[src/rtl/fdbvs_pkg.sv]
// ----------------------------------------------------------------------------
// fdbvs_pkg
// Shared widths, strategy codes, register map and structs of the selector.
// ----------------------------------------------------------------------------
`default_nettype none

package fdbvs_pkg;

    localparam int VALUE_BITS  = 27;
    localparam int SUSP_BITS   = 16;
    localparam int SEL_BITS    = 10;
    localparam int ALT_BITS    = 2;
    localparam int STRAT_BITS  = 3;

    // stream payload widths, padded to whole bytes
    localparam int IN_TDATA_W  = 152;
    localparam int OUT_TDATA_W = 72;

    localparam int PADDR_W     = 4;
    localparam int PDATA_W     = 32;

    // variable strategies
    localparam logic [STRAT_BITS-1:0] VAR_NAIVE = 3'd0;
    localparam logic [STRAT_BITS-1:0] VAR_SIZE  = 3'd1;
    localparam logic [STRAT_BITS-1:0] VAR_WIDTH = 3'd2;
    localparam logic [STRAT_BITS-1:0] VAR_MIN   = 3'd3;
    localparam logic [STRAT_BITS-1:0] VAR_MAX   = 3'd4;
    localparam logic [STRAT_BITS-1:0] VAR_MOST  = 3'd5;

    // value strategies
    localparam logic [STRAT_BITS-1:0] VAL_MIN      = 3'd0;
    localparam logic [STRAT_BITS-1:0] VAL_MID      = 3'd1;
    localparam logic [STRAT_BITS-1:0] VAL_MAX      = 3'd2;
    localparam logic [STRAT_BITS-1:0] VAL_SPLIT_LO = 3'd3;
    localparam logic [STRAT_BITS-1:0] VAL_SPLIT_HI = 3'd4;

    localparam logic [ALT_BITS-1:0] ALT_ONE = 2'd1;
    localparam logic [ALT_BITS-1:0] ALT_TWO = 2'd2;

    localparam logic [VALUE_BITS-1:0] DOMAIN_SUP_RST = 27'd134217726;

    typedef enum logic [1:0] {
        REG_VAR_STRAT  = 2'd0,
        REG_VAL_STRAT  = 2'd1,
        REG_ASSIGN     = 2'd2,
        REG_DOMAIN_SUP = 2'd3
    } reg_idx_t;

    typedef struct packed {
        logic [STRAT_BITS-1:0] var_strategy;
        logic [STRAT_BITS-1:0] val_strategy;
        logic                  assign_mode;
        logic [VALUE_BITS-1:0] domain_sup;
    } cfg_t;

    typedef struct packed {
        logic                  is_determined;
        logic [VALUE_BITS-1:0] dom_size;
        logic [VALUE_BITS-1:0] dom_width;
        logic [VALUE_BITS-1:0] dom_min;
        logic [VALUE_BITS-1:0] dom_max;
        logic [VALUE_BITS-1:0] dom_mid;
        logic [SUSP_BITS-1:0]  susp_count;
        logic                  last_item;
    } item_t;

    // best entry after the current item has been folded in
    typedef struct packed {
        logic                  have_best;
        logic [VALUE_BITS-1:0] best_min;
        logic [VALUE_BITS-1:0] best_mid;
        logic [VALUE_BITS-1:0] best_max;
    } best_t;

endpackage

`default_nettype wire

[src/rtl/fdbvs_cfg.sv]
// ----------------------------------------------------------------------------
// fdbvs_cfg
// APB register file: strategies, assign mode and upper domain bound.
// ----------------------------------------------------------------------------
`default_nettype none

module fdbvs_cfg import fdbvs_pkg::*; (
    input  wire logic               aclk,
    input  wire logic               aresetn,
    input  wire logic               psel,
    input  wire logic               penable,
    input  wire logic               pwrite,
    input  wire logic [PADDR_W-1:0] paddr,
    input  wire logic [PDATA_W-1:0] pwdata,
    output logic      [PDATA_W-1:0] prdata,
    output logic                    pready,
    output cfg_t                    cfg
);

    cfg_t     cfg_reg;
    cfg_t     cfg_next;
    reg_idx_t idx;
    logic     wr_en;

    assign pready = 1'b1;
    assign idx    = reg_idx_t'(paddr[3:2]);
    assign wr_en  = psel && penable && pwrite && pready;

    always_comb begin
        cfg_next = cfg_reg;
        if (wr_en) begin
            unique case (idx)
                REG_VAR_STRAT:  cfg_next.var_strategy = pwdata[STRAT_BITS-1:0];
                REG_VAL_STRAT:  cfg_next.val_strategy = pwdata[STRAT_BITS-1:0];
                REG_ASSIGN:     cfg_next.assign_mode  = pwdata[0];
                REG_DOMAIN_SUP: cfg_next.domain_sup   = pwdata[VALUE_BITS-1:0];
                default:        cfg_next = cfg_reg;
            endcase
        end
    end

    always_comb begin
        unique case (idx)
            REG_VAR_STRAT:  prdata = PDATA_W'(cfg_reg.var_strategy);
            REG_VAL_STRAT:  prdata = PDATA_W'(cfg_reg.val_strategy);
            REG_ASSIGN:     prdata = PDATA_W'(cfg_reg.assign_mode);
            REG_DOMAIN_SUP: prdata = PDATA_W'(cfg_reg.domain_sup);
            default:        prdata = '0;
        endcase
    end

    always_ff @(posedge aclk) begin
        if (!aresetn) begin
            cfg_reg.var_strategy <= VAR_NAIVE;
            cfg_reg.val_strategy <= VAL_MIN;
            cfg_reg.assign_mode  <= 1'b0;
            cfg_reg.domain_sup   <= DOMAIN_SUP_RST;
        end else begin
            cfg_reg <= cfg_next;
        end
    end

    assign cfg = cfg_reg;

endmodule

`default_nettype wire

[src/rtl/fdbvs_accum.sv]
// ----------------------------------------------------------------------------
// fdbvs_accum
// Running best-entry search over the open descriptors of one vector.
// ----------------------------------------------------------------------------
`default_nettype none

module fdbvs_accum import fdbvs_pkg::*; #(
    parameter int MAX_VARS = 1024,
    localparam int CNT_W  = $clog2(MAX_VARS + 1),
    localparam int RANK_W = (MAX_VARS > 1) ? $clog2(MAX_VARS) : 1
) (
    input  wire logic              aclk,
    input  wire logic              aresetn,
    input  wire logic              step,
    input  wire item_t             item,
    input  wire cfg_t              cfg,
    output best_t                  best,
    output logic [CNT_W-1:0]       open_count,
    output logic [RANK_W-1:0]      best_rank
);

    localparam logic [CNT_W-1:0] MAX_CNT = CNT_W'(MAX_VARS);

    logic                  have_best_reg, have_best_next;
    logic [CNT_W-1:0]      open_count_reg, open_count_next;
    logic [VALUE_BITS-1:0] best_key_reg, best_key_next;
    logic [VALUE_BITS-1:0] best_size_reg, best_size_next;
    logic [SUSP_BITS-1:0]  best_susp_reg, best_susp_next;
    logic [RANK_W-1:0]     best_rank_reg, best_rank_next;
    logic [VALUE_BITS-1:0] best_min_reg, best_min_next;
    logic [VALUE_BITS-1:0] best_mid_reg, best_mid_next;
    logic [VALUE_BITS-1:0] best_max_reg, best_max_next;

    logic [STRAT_BITS-1:0] strat;
    logic                  open_ok;
    logic [VALUE_BITS-1:0] key;
    logic                  better;
    logic                  take;

    always_comb begin
        strat   = cfg.assign_mode ? VAR_NAIVE : cfg.var_strategy;
        open_ok = !item.is_determined && (open_count_reg < MAX_CNT);

        case (strat) inside
            VAR_SIZE, VAR_MOST: key = item.dom_size;
            VAR_WIDTH:          key = item.dom_width;
            VAR_MIN:            key = item.dom_min;
            VAR_MAX:            key = item.dom_max;
            default:            key = '0;
        endcase

        // strict compares: ties keep the entry scanned first
        case (strat) inside
            VAR_SIZE, VAR_WIDTH, VAR_MIN: better = key < best_key_reg;
            VAR_MAX:  better = key > best_key_reg;
            VAR_MOST: better = (item.susp_count > best_susp_reg) ||
                               ((item.susp_count == best_susp_reg) &&
                                (item.dom_size < best_size_reg));
            default:  better = 1'b0;
        endcase

        take = open_ok && (!have_best_reg || better);

        have_best_next  = have_best_reg || take;
        open_count_next = open_count_reg + CNT_W'(open_ok);
        best_key_next   = take ? key             : best_key_reg;
        best_size_next  = take ? item.dom_size   : best_size_reg;
        best_susp_next  = take ? item.susp_count : best_susp_reg;
        best_rank_next  = take ? open_count_reg[RANK_W-1:0] : best_rank_reg;
        best_min_next   = take ? item.dom_min    : best_min_reg;
        best_mid_next   = take ? item.dom_mid    : best_mid_reg;
        best_max_next   = take ? item.dom_max    : best_max_reg;
    end

    always_ff @(posedge aclk) begin
        if (!aresetn) begin
            have_best_reg  <= 1'b0;
            open_count_reg <= '0;
        end else if (step) begin
            if (item.last_item) begin
                have_best_reg  <= 1'b0;
                open_count_reg <= '0;
            end else begin
                have_best_reg  <= have_best_next;
                open_count_reg <= open_count_next;
            end
        end
    end

    // payload only matters while have_best is set
    always_ff @(posedge aclk) begin
        if (step) begin
            best_key_reg  <= best_key_next;
            best_size_reg <= best_size_next;
            best_susp_reg <= best_susp_next;
            best_rank_reg <= best_rank_next;
            best_min_reg  <= best_min_next;
            best_mid_reg  <= best_mid_next;
            best_max_reg  <= best_max_next;
        end
    end

    assign best.have_best = have_best_next;
    assign best.best_min  = best_min_next;
    assign best.best_mid  = best_mid_next;
    assign best.best_max  = best_max_next;
    assign open_count     = open_count_next;
    assign best_rank      = best_rank_next;

endmodule

`default_nettype wire

[src/rtl/fdbvs_result.sv]
// ----------------------------------------------------------------------------
// fdbvs_result
// Value range selection, rank conversion and the output register.
// ----------------------------------------------------------------------------
`default_nettype none

module fdbvs_result import fdbvs_pkg::*; #(
    parameter int MAX_VARS = 1024,
    localparam int CNT_W  = $clog2(MAX_VARS + 1),
    localparam int RANK_W = (MAX_VARS > 1) ? $clog2(MAX_VARS) : 1
) (
    input  wire logic                   aclk,
    input  wire logic                   aresetn,
    input  wire logic                   fire,
    input  wire best_t                  best,
    input  wire logic [CNT_W-1:0]       open_count,
    input  wire logic [RANK_W-1:0]      best_rank,
    input  wire cfg_t                   cfg,
    output logic                        slot_free,
    output logic                        m_tvalid,
    input  wire logic                   m_tready,
    output logic [OUT_TDATA_W-1:0]      m_tdata,
    output logic                        m_tuser
);

    localparam int DIFF_W = (CNT_W > SEL_BITS) ? CNT_W : SEL_BITS;
    localparam int PAD_W  = OUT_TDATA_W - SEL_BITS - 2 * VALUE_BITS - ALT_BITS;

    logic                   valid_reg, valid_next;
    logic [OUT_TDATA_W-1:0] data_reg, data_next;
    logic                   open_reg, open_next;

    logic [STRAT_BITS-1:0]  vs;
    logic [VALUE_BITS-1:0]  val_lo, val_hi, mid_inc;
    logic [DIFF_W-1:0]      diff;
    logic [SEL_BITS-1:0]    sel_index;
    logic [ALT_BITS-1:0]    alternatives;

    always_comb begin
        vs = cfg.val_strategy;
        if (cfg.assign_mode && (vs == VAL_SPLIT_LO || vs == VAL_SPLIT_HI)) begin
            vs = VAL_MIN;
        end
        // upper split saturates at the top value
        mid_inc = (&best.best_mid) ? best.best_mid : best.best_mid + VALUE_BITS'(1);

        case (vs)
            VAL_MID: begin
                val_lo = best.best_mid;
                val_hi = best.best_mid;
            end
            VAL_MAX: begin
                val_lo = best.best_max;
                val_hi = best.best_max;
            end
            VAL_SPLIT_LO: begin
                val_lo = '0;
                val_hi = best.best_mid;
            end
            VAL_SPLIT_HI: begin
                val_lo = mid_inc;
                val_hi = cfg.domain_sup;
            end
            default: begin
                val_lo = best.best_min;
                val_hi = best.best_min;
            end
        endcase

        // scan runs from the highest index, so flip the rank
        diff      = DIFF_W'(open_count) - DIFF_W'(best_rank) - DIFF_W'(1);
        sel_index = diff[SEL_BITS-1:0];
        alternatives = cfg.assign_mode ? ALT_ONE : ALT_TWO;

        if (!best.have_best) begin
            sel_index    = '0;
            val_lo       = '0;
            val_hi       = '0;
            alternatives = ALT_ONE;
        end
    end

    assign slot_free  = !valid_reg || m_tready;
    assign valid_next = fire ? 1'b1 : (m_tready ? 1'b0 : valid_reg);
    assign data_next  = {{PAD_W{1'b0}}, alternatives, val_hi, val_lo, sel_index};
    assign open_next  = best.have_best;

    always_ff @(posedge aclk) begin
        if (!aresetn) begin
            valid_reg <= 1'b0;
        end else begin
            valid_reg <= valid_next;
        end
    end

    always_ff @(posedge aclk) begin
        if (fire) begin
            data_reg <= data_next;
            open_reg <= open_next;
        end
    end

    assign m_tvalid = valid_reg;
    assign m_tdata  = data_reg;
    assign m_tuser  = open_reg;

endmodule

`default_nettype wire

[src/rtl/fd_branching_variable_selector.sv]
// ----------------------------------------------------------------------------
// fd_branching_variable_selector
// First-fail branching variable and value selector over a descriptor stream.
// ----------------------------------------------------------------------------
// Usage:
//   Descriptors enter on the s_ channel in scan order, highest original index
//   first, one transfer per variable; s_tlast marks the last of a vector.
//   Determined descriptors (s_tuser high) are skipped. Once a vector holds
//   MAX_VARS open descriptors, further open ones are ignored.
//   After the last transfer of a vector one result leaves on the m_ channel:
//   m_tuser tells whether any open variable was seen, m_tdata carries the
//   chosen rank, the value or value range and the branch count.
//   A descriptor sits in the input register and is folded into the running
//   best as it leaves it; the result of a vector is loaded into the output
//   register as the last descriptor leaves the input register. Throughput is
//   one descriptor per cycle while no last descriptor is held, set by the
//   single compare-and-update of the running best.
//   When the receiver stalls, the result waits in the output register and
//   ordinary descriptors keep flowing; only a second last descriptor is held
//   in the input register until the pending result is taken.
//   Reset (aresetn low, synchronous) clears both channels, the running best
//   and loads the register defaults. Registers are to be written over APB
//   only while the block is idle; the block itself does not enforce this.
// ----------------------------------------------------------------------------
`default_nettype none

module fd_branching_variable_selector import fdbvs_pkg::*; #(
    parameter int MAX_VARS = 1024
) (
    input  wire logic                   aclk,
    input  wire logic                   aresetn,
    // descriptor channel
    input  wire logic                   s_tvalid,
    output logic                        s_tready,
    // s_tdata from bit 0: dom_size, dom_width, dom_min, dom_max, dom_mid,
    // susp_count, zero pad
    input  wire logic [IN_TDATA_W-1:0]  s_tdata,
    // s_tuser: is_determined
    input  wire logic                   s_tuser,
    input  wire logic                   s_tlast,
    // result channel
    output logic                        m_tvalid,
    input  wire logic                   m_tready,
    // m_tdata from bit 0: sel_index, val_lo, val_hi, alternatives, zero pad
    output logic [OUT_TDATA_W-1:0]      m_tdata,
    // m_tuser: any_open
    output logic                        m_tuser,
    // configuration
    input  wire logic                   psel,
    input  wire logic                   penable,
    input  wire logic                   pwrite,
    input  wire logic [PADDR_W-1:0]     paddr,
    input  wire logic [PDATA_W-1:0]     pwdata,
    output logic      [PDATA_W-1:0]     prdata,
    output logic                        pready
);

    localparam int CNT_W  = $clog2(MAX_VARS + 1);
    localparam int RANK_W = (MAX_VARS > 1) ? $clog2(MAX_VARS) : 1;

    cfg_t              cfg;
    item_t             s_item;
    item_t             item_reg;
    logic              in_valid_reg, in_valid_next;
    logic              advance;
    logic              slot_free;
    best_t             best;
    logic [CNT_W-1:0]  open_count;
    logic [RANK_W-1:0] best_rank;

    // unpack the descriptor transfer
    assign s_item.is_determined = s_tuser;
    assign s_item.dom_size      = s_tdata[VALUE_BITS-1:0];
    assign s_item.dom_width     = s_tdata[2*VALUE_BITS-1:VALUE_BITS];
    assign s_item.dom_min       = s_tdata[3*VALUE_BITS-1:2*VALUE_BITS];
    assign s_item.dom_max       = s_tdata[4*VALUE_BITS-1:3*VALUE_BITS];
    assign s_item.dom_mid       = s_tdata[5*VALUE_BITS-1:4*VALUE_BITS];
    assign s_item.susp_count    = s_tdata[5*VALUE_BITS+SUSP_BITS-1:5*VALUE_BITS];
    assign s_item.last_item     = s_tlast;

    // a held descriptor moves on unless it would produce a result while the
    // output register is still occupied
    assign advance  = in_valid_reg && (!item_reg.last_item || slot_free);
    assign s_tready = !in_valid_reg || advance;

    assign in_valid_next = (s_tvalid && s_tready) ? 1'b1 :
                           (advance ? 1'b0 : in_valid_reg);

    always_ff @(posedge aclk) begin
        if (!aresetn) begin
            in_valid_reg <= 1'b0;
        end else begin
            in_valid_reg <= in_valid_next;
        end
    end

    always_ff @(posedge aclk) begin
        if (s_tvalid && s_tready) begin
            item_reg <= s_item;
        end
    end

    fdbvs_cfg u_cfg (
        .aclk    (aclk),
        .aresetn (aresetn),
        .psel    (psel),
        .penable (penable),
        .pwrite  (pwrite),
        .paddr   (paddr),
        .pwdata  (pwdata),
        .prdata  (prdata),
        .pready  (pready),
        .cfg     (cfg)
    );

    fdbvs_accum #(
        .MAX_VARS (MAX_VARS)
    ) u_accum (
        .aclk       (aclk),
        .aresetn    (aresetn),
        .step       (advance),
        .item       (item_reg),
        .cfg        (cfg),
        .best       (best),
        .open_count (open_count),
        .best_rank  (best_rank)
    );

    fdbvs_result #(
        .MAX_VARS (MAX_VARS)
    ) u_result (
        .aclk       (aclk),
        .aresetn    (aresetn),
        .fire       (advance && item_reg.last_item),
        .best       (best),
        .open_count (open_count),
        .best_rank  (best_rank),
        .cfg        (cfg),
        .slot_free  (slot_free),
        .m_tvalid   (m_tvalid),
        .m_tready   (m_tready),
        .m_tdata    (m_tdata),
        .m_tuser    (m_tuser)
    );

endmodule

`default_nettype wire

[config.mk]
export PLATFORM = sky130hd
export DESIGN_NAME = fd_branching_variable_selector
export DESIGN_NICKNAME = d
export VERILOG_FILES = /design/src/rtl/fdbvs_pkg.sv /design/src/rtl/fdbvs_cfg.sv /design/src/rtl/fdbvs_accum.sv /design/src/rtl/fdbvs_result.sv /design/src/rtl/fd_branching_variable_selector.sv
export SDC_FILE = /design/constraint.sdc
export NUM_CORES = 1
export LEC_CHECK = 0
export BUFFER_PORTS_ARGS = -buffer_cell sky130_fd_sc_hd__buf_2
export CAP_MARGIN = 20
export CORE_AREA = 3 3 204 206
export DETAILED_ROUTE_END_ITERATION = 16
export DIE_AREA = 0 0 207 209
export HOLD_SLACK_MARGIN = 0.06
export PLACE_DENSITY = 0.76
export SLEW_MARGIN = 10
export SYNTH_ARGS = -nofsm -noshare
export SYNTH_HDL_FRONTEND = slang
export SYNTH_SLANG_ARGS = --single-unit
[constraint.sdc]
create_clock -name aclk -period 9.85 [get_ports aclk]
set_clock_uncertainty 0.15 [all_clocks]
set_input_delay 1.97 -clock aclk [delete_from_list [all_inputs] [get_ports aclk]]
set_output_delay 1.97 -clock aclk [all_outputs]
set_load 0.02 [all_outputs]
==> reports/metrics.csv <==
stage,metric,value,unit
outcome,run status,"finished, final reports clean",
clocking,Clock Pin Slew Worst Setup and Hold Paths,0.07,ns
routing,via count,15390,
synth,register area share after synthesis,59.86,%
finish,number of flip-flops in the largest register,153,
worst_setup_path,worst path bufs/invs,1,
routing,vias per cell,6.020,
hold_path,hold_sp,item_reg[1]$_DFFE_PP_,
worst_setup_path,Crit path max-delay family,compound AO/OA/AOI/OAI gates,
die,Die Y-Extent,209,µm
clocking,Clock Path Buffers,3,
routing,Pre-antenna DRT Iters,5,
routing,DR iter-0 viols,1590,
synth,Syn Area/Cell,12.07,µm²
synth,asr flop ratio synth,0,%
worst_setup_path,"Cell Chain, Critical Path","or3b_2, nor2_1, nor2_1, ha_1, nand3_1, or3_1, o41ai_1, a21boi_0, mux2_4, nor2_8, buf_4, mux2i_1, ha_1, a21o_1, a21oi_1, o21bai_1, a21oi_1, o21ai_0, a21o_1, a21oi_1, xnor2_1, xnor2_1, nor2_1",
worst_setup_path,worst setup path class,register to register,
placed_design,IO Port Bufs,284,
die,Std-Cell Rows,73,
synth,Post-Syn Instances,1716,
clocking,CTS Buf Count,46,
global_route,largest net degree at the start of global routing,85,
synth,count of flip-flops with a built-in enable after synthesis,381,
finish,multi-input logic area,7527,µm²
routing,total wire length,58.82,mm
placed_design,DP HPWL,41.76,mm
timing,RSZ-0062 raised after global routing,no,
worst_setup_path,CP Capture Type,register,
worst_setup_path,Worst Path Arrival,8.03,ns
worst_setup_path,CP startpoint kind,register,
finish,Layout area overhead,16.34,%
die,initial core utilization,52.02,%
die,Core Area,39820,µm²
worst_setup_path,"Slowest-stage cell, CP",dfxtp_1,
timing,slew at the pin with the worst max-slew slack,1.151,ns
finish,flip-flop and latch area,12400,µm²
worst_setup_path,reg2reg end,u_result.m_tdata[9]$_SDFFCE_PP0P_,
clocking,Post-CTS Resized,0,
worst_setup_path,Critical Path RT,10.00,ns
global_route,global route total overflow,0,
timing,TNS Setup,0,ns
finish,share of cells above drive strength 1,23.77,%
clocking,# H-tree levels,2,
synth,#FFs+latches synth,429,
global_route,vias in the first global route,15030,
die,Die ar.,43260,µm²
die,die width,207,µm
timing,Setup Viol. Count Final,0,
clocking,postcts setup bufs,0,
timing,final setup margin,1.971,ns
clocking,"Clk Latency, worst-skew pair",0.58,ns
synth,yosys warns,0,
global_route,antenna violations before repair,1,
hold_path,hold crit path type,register to register,
timing,Final Hold Vio Count,0,
routing,WL per Instance,23.01,µm
placed_design,Final GP Congestion,0.9356,
synth,Post-Syn Area,20720,µm²
worst_setup_path,reg-to-reg critical path startpoint,u_cfg.cfg[31]$_SDFFE_PN0P_,
job,max-cap viol count,0,
finish,Final #Nets,2270,
worst_setup_path,critical path peak fanout,41,
placed_design,pre-CTS setup slack,2.100,ns
clocking,cts-stage hold buffer count,0,
timing,achievable frequency,126.9,MHz
routing,drc violations,0,
hold_path,hold depth,0,
hold_path,Hold Path End,u_accum.best_susp_reg[0]$_DFFE_PP_,
finish,layout filler cell count,3179,
power_and_ir_drop,VDD IR max,0.1240,mV
clocking,CTS tree,built,
clocking,clock root buffer,clkbuf_16,
global_route,gr usage total,26.35,%
synth,Yosys cell types,83,
worst_setup_path,flop2flop setup slack,1.97,ns
timing,Final Critical Period,7.879,ns
die,Ports,305,
worst_setup_path,reg2reg path depth,23,
power_and_ir_drop,power per cell area,172.3,nW/µm²
clocking,CTS Sinks,429,
routing,Detail Route Antenna Nets,0,
timing,Slew HR,22.97,%
worst_setup_path,max incr delay on CP,1.01,ns
power_and_ir_drop,Leak Pwr,9.705,nW
timing,post-route clock period utilization,79.99,%
timing,fin. max-slew vios,0,
synth,"Top FF cell, synth",edfxtp_1,
global_route,first-pass GRT wire length,89.44,mm
[cells by family after synthesis]
| logic type | Yosys count | synth area share (%) |
|---|---|---|
| AO/OA/AOI/OAI | 355 | 11.84 |
| other | 2 | 0.03625 |
| AND/OR/NAND/NOR | 502 | 11.87 |
| XOR/XNOR | 18 | 0.7610 |
| buffers and inverters | 208 | 4.221 |
| multiplexers | 120 | 6.420 |
| adder cells (fa/ha/maj) | 82 | 4.989 |
| flip-flops | 429 | 59.86 |
[layout make-up]
type	instances	share of cell area [%]
tap	525	2.725
multi-input combinational	1089	31.23
antenna	3	0.03115
sequential	429	51.45
clock inverter	16	0.4309
clock buffer	69	5.430
timing repair buffer	314	6.966
inverter	111	1.734
[worst max-delay path by stage]
stage | start | end | slack [ns] | depth (start not counted)
after CTS | u_cfg.cfg[31]$_SDFFE_PN0P_ | u_result.m_tdata[9]$_SDFFCE_PP0P_ | 2.02 | 23
after global placement | u_cfg.cfg[31]$_SDFFE_PN0P_ | u_result.m_tdata[9]$_SDFFCE_PP0P_ | 2.29 | 23
after floorplan | u_cfg.cfg[27]$_SDFFE_PN0P_ | u_accum.best_key_reg[0]$_DFFE_PP_ | 2.42 | 19
after global routing | u_cfg.cfg[31]$_SDFFE_PN0P_ | u_result.m_tdata[9]$_SDFFCE_PP0P_ | 1.48 | 25
final | u_cfg.cfg[31]$_SDFFE_PN0P_ | u_result.m_tdata[9]$_SDFFCE_PP0P_ | 1.97 | 23
after detailed placement | u_cfg.cfg[31]$_SDFFE_PN0P_ | u_result.m_tdata[9]$_SDFFCE_PP0P_ | 2.10 | 23
[placed cells by master, fill, tap and decap left out, drive strengths merged, types with 16 or more instances in the layout]
master / netlist / layout
nor2b: 17 / 17
a221oi: 55 / 55
nor2: 110 / 110
nor3: 23 / 23
dfxtp: 48 / 48
clkbuf: 65 / 69
nand2: 160 / 160
buf: 32 / 314
a22oi: 19 / 19
mux2: 77 / 77
ha: 81 / 81
mux2i: 42 / 42
and3: 44 / 44
o21ai: 57 / 57
edfxtp: 381 / 381
inv: 110 / 111
a21o: 16 / 16
nand3: 65 / 65
a21oi: 84 / 84
nand4: 19 / 19
[synthesized netlist by cell type (14+ instances only)]
| library cell | instances | area (µm²) |
|---|---|---|
| clkbuf_1 | 65 | 244.0 |
| o21ai_0 | 57 | 285.3 |
| a211oi_1 | 14 | 105.1 |
| a221oi_1 | 55 | 481.7 |
| inv_1 | 109 | 409.1 |
| a22oi_1 | 19 | 142.6 |
| mux2i_1 | 40 | 400.4 |
| edfxtp_1 | 381 | 11440 |
| nand2_1 | 159 | 596.8 |
| and3_1 | 44 | 275.3 |
| nor2_1 | 109 | 409.1 |
| a21oi_1 | 84 | 420.4 |
| a21o_1 | 16 | 120.1 |
| mux2_2 | 76 | 855.8 |
| buf_4 | 15 | 112.6 |
| nand3_1 | 65 | 325.3 |
| a21boi_0 | 14 | 105.1 |
| nand4_1 | 19 | 118.9 |
| nor2b_1 | 17 | 106.4 |
| ha_1 | 81 | 1013 |
| nor3_1 | 22 | 110.1 |
| dfxtp_1 | 48 | 960.9 |
[through the flow]
| stage | hold slack [ns] | power (mW) | cells | utilization [%] | area, µm² |
|---|---|---|---|---|---|
| after floorplan | 0.2764 | 2.407 | 1726 | - | 20760 |
| after global placement | 0.2918 | 2.537 | 2466 | 56.84 | 22640 |
| after detailed placement | 0.2925 | 2.552 | 2466 | 56.84 | 22640 |
| after CTS | 0.3069 | 4.176 | 2551 | 60.39 | 24050 |
| after global routing | 0.3142 | 4.294 | 2553 | 60.51 | 24100 |
| final | 0.3071 | 4.154 | 2556 | 60.53 | 24100 |
[power breakdown]
group	switching [mW]	internal, mW
Combinational	0.239	0.146
Clock	0.709	0.922
Sequential	0.0533	2.09
[metal layers]
layer / GRT usage (%) / up-vias / wire length, µm
li1: - / 7001 / -
met1: 37.97 / 7518 / 25300
met2: 40.78 / 740 / 26480
met3: 5.330 / 125 / 5257
met4: 7.795 / 2 / 1764
met5: 0 / - / 16
(Power assumes the default switching activity.)
